<file path="src/design/lpi_pkg.sv">
package lpi_pkg;

  typedef enum logic [2:0] {
    REG_NX  = 3'd0,
    REG_NY  = 3'd1,
    REG_NZ  = 3'd2,
    REG_D   = 3'd3,
    REG_TOL = 3'd4
  } lpi_reg_t;

  typedef enum logic [1:0] {
    FUNC_RAY  = 2'd0,
    FUNC_LINE = 2'd1,
    FUNC_SEG  = 2'd2,
    FUNC_NONE = 2'd3
  } lpi_func_t;

  // Side data that travels with a beat through the divider chain.
  typedef struct packed {
    lpi_func_t          func;
    logic               miss;
    logic               neg;
    logic signed [31:0] sx;
    logic signed [31:0] sy;
    logic signed [31:0] sz;
    logic signed [31:0] dx;
    logic signed [31:0] dy;
    logic signed [31:0] dz;
  } lpi_pay_t;

  localparam logic signed [31:0] S32_MAX = 32'sh7FFF_FFFF;
  localparam logic signed [31:0] S32_MIN = 32'sh8000_0000;

  function automatic logic signed [31:0] sat32(input logic signed [65:0] v);
    logic signed [31:0] r;
    if (v > 66'sh0_7FFF_FFFF) r = S32_MAX;
    else if (v < -66'sh0_8000_0000) r = S32_MIN;
    else r = v[31:0];
    return r;
  endfunction

endpackage

</file>
<file path="src/design/lpi_div_cell.sv">
// One restoring-division step: one quotient bit per cell.
module lpi_div_cell import lpi_pkg::*; #(
  parameter int QW = 48
) (
  input  logic          clk,
  input  logic          rst,
  input  logic          in_valid,
  input  lpi_pay_t      in_pay,
  input  logic [31:0]   in_rem,
  input  logic [QW-1:0] in_quo,
  input  logic [31:0]   in_div,
  output logic          out_valid,
  output lpi_pay_t      out_pay,
  output logic [31:0]   out_rem,
  output logic [QW-1:0] out_quo,
  output logic [31:0]   out_div
);

  logic [32:0] trial;
  logic [32:0] diff;
  logic        ge;

  always_comb begin
    trial = {in_rem, in_quo[QW-1]};
    diff  = trial - {1'b0, in_div};
    ge    = (trial >= {1'b0, in_div});
  end

  always_ff @(posedge clk) begin
    if (rst) begin
      out_valid <= 1'b0;
    end else begin
      out_valid <= in_valid;
    end
    out_pay <= in_pay;
    out_div <= in_div;
    out_rem <= ge ? diff[31:0] : trial[31:0];
    out_quo <= {in_quo[QW-2:0], ge};
  end

endmodule

</file>
<file path="config.mk">
export PLATFORM = sky130hd
export DESIGN_NAME = lpi_div_cell
export DESIGN_NICKNAME = d
export VERILOG_FILES = /design/src/design/lpi_pkg.sv /design/src/design/lpi_div_cell.sv
export SDC_FILE = /design/constraint.sdc
export NUM_CORES = 1
export LEC_CHECK = 0
export BUFFER_PORTS_ARGS = -buffer_cell sky130_fd_sc_hd__clkbuf_2
export CORE_AREA = 2 2 241 243
export DETAILED_ROUTE_END_ITERATION = 16
export DIE_AREA = 0 0 243 245
export HOLD_SLACK_MARGIN = 0.05
export SYNTH_ARGS = -nofsm -noshare
export SYNTH_HDL_FRONTEND = slang
export SYNTH_SLANG_ARGS = --single-unit
</file>
<file path="constraint.sdc">
create_clock -name clk -period 5.5 [get_ports clk]
set_clock_uncertainty 0.2 [all_clocks]
set_input_delay 1.375 -clock clk [delete_from_list [all_inputs] [get_ports clk]]
set_output_delay 1.375 -clock clk [all_outputs]
set_load 0.05 [all_outputs]
</file>
**Yosys cells after proc, flatten, opt, wreduce, memory -nomap -nowiden**

Cells that the tools add are included.

- $add $sub $neg: 1
- Order comparisons: 1
- Mux-type cells: 1

Operators with widths:

| kind | count |
|---|---|
| $ge 33x32->1 | 1 |
| $mux 32 | 1 |
| $sub 32x32->32 | 1 |

- Flip-flop bits (word level): 309
- Bits of input ports: 311
- Output and inout port bits: 309
- Word-level logic and storage cells: 16

**Logic depth before layout (Yosys ltp)**

Gate-level depths: netlist of the first run.

- Word-level depth: 2
- Gate-level depth with buffers: 13
- Depth with buffers taken out: 12

**Least setup slack after synthesis of the first run**

OpenSTA, ideal clock, no wires.

- Kind: input to register
- Start point: in in_div[7]
- End point: reg out_rem[13]
- Library setup time: 0.123 ns
- Arrival time: 3.884 ns
- Data required time: 5.177 ns
- Setup slack: 1.293 ns
- Cell stages on the path: 12
- Path buffers: 2
- Cell sequence: inv_1 ha_1 buf_2 nand4_1 or4_1 a21oi_1 nor3_1 a211oi_2 o21ai_2 o31ai_4 buf_4 mux2_1

- Longest elaborated chain between the ends: 2
- Elaborated cells between the ends (all ways): 3
- Those cells by class: add/sub (1); order compare (1); mux (1)

RTL lines:

| item | line | RTL |
|---|---|---|
| start: declaration | lpi_div_cell.sv:11 | `input logic [31:0] in_div,` |
| $sub 32x32->32 or $ge 33x32->1 (tied branches) | lpi_div_cell.sv:25, lpi_div_cell.sv:26 |  |
| $mux 32 (*) | lpi_div_cell.sv:37 | `out_rem <= ge ? diff[31:0] : trial[31:0];` |
| end signal: assignment | lpi_div_cell.sv:37 |  |
| end: declaration | lpi_div_cell.sv:14 | `output logic [31:0] out_rem,` |

Mark *: on every way between the ends. The rest lies on a longest branch, timed or not.
A chain may end at the register's enable or synchronous reset.

**Worst setup path after layout of the first run**

- Start point: in in_div[17]
- End point: reg out_rem[4]

- Longest elaborated chain between the ends: 2

RTL lines:

| item | line | RTL |
|---|---|---|
| $ge 33x32->1 | lpi_div_cell.sv:26 | `ge = (trial >= {1'b0, in_div});` |
| $mux 32 | lpi_div_cell.sv:37 |  |

Every way passes these cells.

==> results.ini, run 1 <==
[global_routing]
grt_usage=0.128
grt_max_degree=27
grt.overflow.total=0
grt_pass1_wl_mm=53.9
grt_pass1_vias=7571
antenna_found_initial=12

[critical_path]
cp-start-kind=input pin
slowest_stage=o31ai_4
worst-path-buf-inv=3
crit_chain=clkbuf_2, inv_1, ha_1, nand4_1, or4_1, a21oi_1, nor3_1, a211oi_2, o21ai_2, o31ai_4, buf_12, mux2_2
crit_family=compound AO/OA/AOI/OAI gates
end_kind=flip-flop
critical_path_arrival_ns=4.85
cp.required_ns=5.72
path_max_fanout=26
crit_type=in -> reg
slowest_delay_ns=0.78

[routing]
viasPerCell=3.55
drt_wl_total_mm=40.5
top_layer_used=met5
via_count=7447
wl_met1_mm=14.9
wl_met3_mm=4.56
drc=0
firstDrtPassIters=5
drt_iter0_markers=196
wire_per_inst_um=19.3
wl_met2_mm=19.3
ant_nets=0

[sta]
rsz0062_at_grt=false
tns_ns=0
fin_crit_sh=0.842
maxSlewHeadroom=0.407
worst_slew_pin_slew_ns=0.890
hold_viol=0
min_period_ns=4.63
fmax_mhz=216
maxSlewViolCount=0
setup_viol=0

[logic_synthesis]
syn-num-nets=999
ys_seq_area_frac=0.736
synth_cells=655
synth_edf_count=0
yosysTopAreaCell=dfxtp_1
synth_top_area_frac=0.736
synthArstFlopShare=0
yosys_warnings=0
yosys-top-cells-area=dfxtp_1, ha_1, a21oi_1
syn_area_mm2=0.00840
synth-seq-cells=309
yosysUniqueCellTypes=48
synth_flop_cell=dfxtp_1
synth.avg_cell_area_um2=12.8

[die]
die_x_um=243
die_h_um=245
row_count=88
core_mm2=0.0570
initial_core_util=0.147
fp.dieArea_mm2=0.0595
boundaryPins=620

[cts]
cts_buffer_depth=3
numCtsBuffers=37
ctsResizeCount=0
hold_buffers=0
cts_tree=done
cts_max_level=2
postCtsSetupRepairBufs=0
clk_pin_slew_ns=0.06
cts.sinks=309
cts_root_buffer=clkbuf_16

[final_layout]
final_cells=2098
drive_above_1_share=0.526
seqCellArea_mm2=0.00619
fill_cells=6211
multi_input_area_mm2=0.00198
fin_area_mm2=0.0137
syn_to_final_growth_pct=63.5
finalNetCount=1644

[placement]
place_inst=2026
portBuffers=619
dpl-instance-area_mm2=0.0124
gp_congestion=0.876
post-dp-hpwl_mm=34.3

[worst_hold_path]
hold_class=in -> reg

[power_and_ir_drop]
power.density_mw_per_mm2=455
p_leak_uw=0.00689
ir_drop_v=0.000282

[job]
maxCapViolations=0

[run_status]
status=completed

## flip-flops by register name (all words and copies together) (netlist names)
register   cells
out_quo       48
out_rem       32
out_div       32
out_valid      1
out_pay      196
## layout by cell type, fill, tap and decap left out, drive strengths merged, types with 12 or more instances in the layout
cell type	netlist	layout
o21ai	18	18
xnor2	15	15
a21oi	56	56
xor2	12	12
clkbuf	7	662
nor2	35	35
inv	38	45
ha	32	32
a21o	12	12
nand2	26	26
dfxtp	309	309
## metrics by stage
stage	util	hold WS (ns)	power (µW)	setup slack, ns
finish	0.241	0.723	6250	0.867
floorplan	-	1.20	3280	1.29
global route	0.241	0.682	6520	0.659
CTS	0.241	0.680	6360	0.882
global placement	0.218	1.28	3680	0.405
detailed placement	0.218	1.28	3680	0.291
## layout make-up
type | instances | share of cell area
Tap cell | 765 | 0.0697
Clock inverter | 24 | 0.0240
Sequential cell | 309 | 0.450
Multi-Input combinational cell | 290 | 0.144
Antenna cell | 5 | 0.000911
Inverter | 38 | 0.0104
Timing Repair Buffer | 624 | 0.229
Clock buffer | 43 | 0.0712
## synthesized netlist by cell type (2+ instances only)
| library cell | count |
|---|---|
| o22ai_1 | 2 |
| o211ai_1 | 4 |
| o21a_1 | 6 |
| nor3_1 | 2 |
| a2bb2oi_1 | 2 |
| xor2_1 | 12 |
| nor2b_1 | 4 |
| dfxtp_1 | 309 |
| nor4_1 | 4 |
| a21oi_1 | 56 |
| o21ai_0 | 16 |
| nand4_1 | 8 |
| o21bai_1 | 3 |
| buf_2 | 8 |
| nand2_1 | 26 |
| ha_1 | 32 |
| a21o_1 | 12 |
| and4_1 | 2 |
| mux2_1 | 4 |
| inv_1 | 38 |
| nand3_1 | 8 |
| nor2_1 | 35 |
| xnor2_1 | 15 |
| a211oi_1 | 3 |
| mux2_2 | 6 |
| nand2b_1 | 3 |
| and2_1 | 2 |
| buf_4 | 3 |
| or4_1 | 2 |
| a31oi_1 | 5 |
| clkbuf_1 | 6 |
## report_power, final
part	total (µW)	switching [µW]	internal (µW)
clock network	2620	1040	1590
logic	1180	880	299
registers	2450	48.8	2400
## worst paths after layout
kind / start / to / slack, ns / depth (start not counted)
worst min-delay path: in_pay[93] / out_pay[93]$_DFF_P_ / 0.72 / 1
worst max-delay path: in_div[17] / out_rem[4]$_DFF_P_ / 0.87 / 12
## logic make-up after synthesis
group                      after synthesis  synth area share
xor gates and xnor gates                27            0.0281
and+or+nand+nor                        100            0.0561
muxes                                   11            0.0146
AOI/OAI and AO/OA                      119            0.0871
buffers and inverters                   56            0.0277
adders and majority gates               33            0.0500
DFF                                    309             0.736
## metal layers
layer,up-vias,GRT usage
li1,3498,-
met3,68,0.0635
met1,3461,0.137
met4,14,0.0572
met5,-,0
met2,406,0.213
(Power assumes the default switching activity.)
==> run 2: changes to the inputs <==
CORE_AREA = 2 2 242 244   (was 2 2 241 243)
DIE_AREA = 0 0 244 246   (was 0 0 243 245)
clock period = 3.71 ns   (was 5.5 ns; I/O delays follow)
==> run 2 against run 1 <==
Net effect:
- non-clock buffer count grew 61
- combinational power is 55% higher
- sequential share of layout area shrank 1.4 points
- first-iteration DRC count fell by 2.6%
- routed wire length down 1.2%
- cell area rose by 3.2%
- hold slack worse by 0.44 ns
- critical path depth unchanged
- sequential power grew 48%
- utilization increased by 0.63 points
- largest power group unchanged
==> results.ini, run 2 (synthesis results as in run 1) <==
[run_status]
status=completed

[final_layout]
top_register=out_pay
finalNetCount=1705
fill_cells=6157
fin_util=0.247
seqCellArea_mm2=0.00619
multi_input_area_mm2=0.00200
final_cells=2155
final_common_cell=clkbuf_2
syn_to_final_growth_pct=68.8
reg_top3=out_pay (196), out_quo (48)
final_cell_mix=clkbuf_2, dfxtp_1, buf_4
largest_reg_flops=196
drive_above_1_share=0.548

[cts]
cts_max_level=2
cts.sinks=309
numCtsBuffers=37
cts_tree=done
hold_buffers=0
cts_root_buffer=clkbuf_16
clk_pin_slew_ns=0.06
cts_buffer_depth=3

[critical_path]
path_max_fanout=7
crit_chain=clkbuf_2, inv_1, ha_1, nand4_1, or4_1, a21oi_1, nor3_1, a211oi_2, o21ai_2, o31ai_4, buf_4, mux2_1
cp.required_ns=3.93
crit_type=in -> reg
slowest_delay_ns=0.50
cp-start-kind=input pin
critical_path_arrival_ns=3.77
slowest_stage=or4_1
end_kind=flip-flop

[sta]
min_period_ns=3.55
hold_viol=0
setup_viol=0
maxSlewHeadroom=0.640
rsz0062_at_grt=false
tns_ns=0
worst_slew_pin_slew_ns=0.536
fmax_mhz=282
fin_crit_sh=0.957
maxSlewViolCount=0

[power_and_ir_drop]
p_leak_uw=0.00715
power.density_mw_per_mm2=653
power_uw=9250
ir_drop_v=0.000348

[global_routing]
antenna_found_initial=10
grt_pass1_wl_mm=52.7
grt_max_degree=15
grt.overflow.total=0
grt_pass1_vias=7584
grt_usage=0.124

[die]
boundaryPins=620
fp.dieArea_mm2=0.0600
die_x_um=244
die_h_um=246
core_mm2=0.0574
initial_core_util=0.146
row_count=88

[placement]
post-dp-hpwl_mm=34.1
portBuffers=619
place_inst=2087
gp_congestion=0.788

[routing]
viasPerCell=3.46
drc=0
firstDrtPassIters=4
wire_per_inst_um=18.6
via_count=7462
ant_nets=0
drt_iter0_markers=191
drt_wl_total_mm=40.0

[job]
maxCapViolations=0

[worst_hold_path]
hold_class=in -> reg

==> run 2: cell count changes in the layout (fill, tap and decap cells not counted), sizes merged <==
cell,delta
buf,+61
clkbuf,+5
bufinv,-2
diode,-4
clkinvlp,+4
inv,-3
clkinv,-4
==> run 2: what timing repair did <==
action	in CTS	in global routing
resized for setup	1	4
setup endpoints to repair	1	2
buffers inserted	0	0
endpoints found under the hold margin	0	0
==> run 2: where the power goes <==
part           switching, µW  total (µW)  internal (µW)  leakage, µW
clock                   1490        3790           2300     0.000620
combinational           1320        1830            510      0.00393
sequential              76.2        3630           3560      0.00261
==> run 2: layout make-up <==
class                   count  share of cell area
repair buffers            685               0.254
well taps                 765              0.0675
clock buffers              48              0.0739
diodes                      1            0.000176
multi-input cells         290               0.141
inverters                  38              0.0101
clock inverters            19              0.0167
flip-flops and latches    309               0.436
==> run 2: path summary, 6_finish.rpt <==
path,startpoint,to,slack (ns),cells past startpoint
worst max-delay path,in_div[15],out_rem[26]$_DFF_P_,0.16,12
worst min-delay path,in_pay[175],out_pay[175]$_DFF_P_,0.28,1
==> run 2: worst max-delay path: cells and delay by family <==
family | cells | cell delay [ns]
AND/OR/NAND/NOR | 3 | 0.84
AO/OA/AOI/OAI | 4 | 0.83
adder cells (fa/ha/maj) | 1 | 0.48
buffers and inverters | 3 | 0.34
multiplexers | 1 | 0.32
==> run 2: stage by stage <==
| stage | setup slack, ns | hold slack (ns) | area [µm²] |
|---|---|---|---|
| 4_1_cts | 0.0256 | 0.231 | 14200 |
| 3_5_place_dp | -0.610 | 0.831 | 12900 |
| 5_1_grt | 0.00288 | 0.242 | 14200 |
| 2_1_floorplan | 0.0188 | 0.755 | 8410 |
| 6_report | 0.160 | 0.280 | 14200 |
| 3_3_place_gp | -0.648 | 0.830 | 12900 |
==> run 2: routing by layer <==
layer / GRT usage / up-vias / part of all wire
li1: - / 3602 / -
met5: 0 / - / 0.0020
met2: 0.213 / 342 / 0.49
met1: 0.129 / 3441 / 0.36
met4: 0.0343 / 14 / 0.022
met3: 0.0721 / 63 / 0.12
==> run 3: changes to the inputs <==
CORE_AREA = 2 2 243 245   (was 2 2 242 244)
DIE_AREA = 0 0 245 247   (was 0 0 244 246)
SLEW_MARGIN = 0   (was not set)
clock period = 3.3 ns   (was 3.71 ns; I/O delays follow)
==> run 3 against run 2 <==
Net effect:
- first-iteration DRC count up 73%
- utilization up 0.31 points
- die area up 0.82%
- setup slack worse by 0.11 ns
- final cell count up 1.6%
==> results.ini, run 3 (synthesis results as in run 1) <==
[critical_path]
crit_chain=clkbuf_2, inv_1, ha_4, nand4_1, or4_4, a21oi_2, nor3_2, a211oi_2, o21ai_2, o31ai_4, buf_6, clkbuf_16, mux2_2
slowest_stage=or4_4
path_max_fanout=6
crit_family=simple AND/OR/NAND/NOR gates
cp-start-kind=input pin
end_kind=flip-flop
worst-path-buf-inv=4
slowest_delay_ns=0.52
cp.required_ns=3.52
critical_path_arrival_ns=3.47
crit_type=in -> reg

[sta]
fin_ws_ns=0.0453
setup_viol=0
maxSlewViolCount=0
hold_viol=0
tns_ns=0
worst_slew_pin_slew_ns=0.457
maxSlewHeadroom=0.692
fin_crit_sh=0.986
hold_slack_ns=0.175
fmax_mhz=307
min_period_ns=3.25

[run_status]
status=completed

[job]
maxCapViolations=0

[die]
die_h_um=247
initial_core_util=0.144
row_count=89
fp.dieArea_mm2=0.0605
boundaryPins=620
core_mm2=0.0582
die_x_um=245

[final_layout]
fin_area_mm2=0.0146
multi_input_area_mm2=0.00216
seqCellArea_mm2=0.00619
fill_cells=6231
top_register=out_pay
syn_to_final_growth_pct=73.5
reg_top3=out_pay (196), out_quo (48)
largest_reg_flops=196
drive_above_1_share=0.569
final_cell_mix=clkbuf_2, dfxtp_1, buf_4
finalNetCount=1725
final_common_cell=clkbuf_2
fin_util=0.250

[cts]
cts_root_buffer=clkbuf_16
hold_buffers=0
cts_tree=done
numCtsBuffers=38
clk_pin_slew_ns=0.06
cts.sinks=309
cts_max_level=2
cts_buffer_depth=3

[placement]
dpl-instance-area_mm2=0.0131
post-dp-hpwl_mm=41.6
portBuffers=619
gp_congestion=0.816
place_ws_ns=-0.589

[routing]
drc=0
firstDrtPassIters=4
ant_nets=0
viasPerCell=3.59
drt_wl_total_mm=49.1
wire_per_inst_um=22.5
drt_iter0_markers=331
via_count=7866

[global_routing]
grt_pass1_vias=7893
grt_usage=0.152
grt.overflow.total=0
grt_pass1_wl_mm=62.4
antenna_found_initial=29
grt_max_degree=20

[power_and_ir_drop]
p_leak_uw=0.00731
ir_drop_v=0.000392
power.density_mw_per_mm2=725

[worst_hold_path]
hold_class=in -> reg

-- run 3: changes by cell type in the layout (fill, tap and decap cells not counted), sizes merged --
cell      change
clkbuf        +3
clkinv        +1
buf          +18
diode         +8
inv           -2
clkinvlp      -2
-- run 3: through the flow --
step / std cells / total power [µW]
floorplan: 655 / 5510
global placement: 2105 / 6330
detailed placement: 2105 / 6320
CTS: 2172 / 10700
global route: 2182 / 11000
finish: 2189 / 10600
-- run 3: where the power goes --
group | leakage (µW) | internal (µW) | switching, µW | total (µW)
sequential | 0.00261 | 4000 | 105 | 4110
combinational | 0.00409 | 636 | 1550 | 2180
clock | 0.000618 | 2590 | 1680 | 4280
total | 0.00731 | 7230 | 3340 | 10600
-- run 3: final timing paths --
kind,from,endpoint,slack (ns),depth (start not counted)
worst max-delay path,in_div[18],out_rem[4]$_DFF_P_,0.05,13
worst min-delay path,in_pay[170],out_pay[170]$_DFF_P_,0.17,1
-- run 3: area by class of cell --
cell class	count	area share
Clock inverter	16	0.0139
Clock buffer	50	0.0732
Multi-Input combinational cell	290	0.149
Sequential cell	309	0.424
Timing Repair Buffer	704	0.261
Tap cell	773	0.0664
Antenna cell	9	0.00155
Inverter	38	0.0106
-- run 3: metal layers --
| layer | up-vias | GRT usage | wire length [µm] |
|---|---|---|---|
| li1 | 3648 | - | - |
| met1 | 3674 | 0.161 | 18600 |
| met2 | 418 | 0.252 | 23300 |
| met3 | 98 | 0.0851 | 5320 |
| met4 | 28 | 0.0549 | 1770 |
| met5 | - | 0 | 162 |
-- run 3: repair_timing --
item | 4_1_cts | 5_1_grt
endpoints found under the hold margin | 0 | 0
endpoints found under the setup margin | 1 | 26
gates resized for setup | 0 | 20
pin swaps | 0 | 8
gates cloned | 0 | 2
buffers inserted | 1 | 6
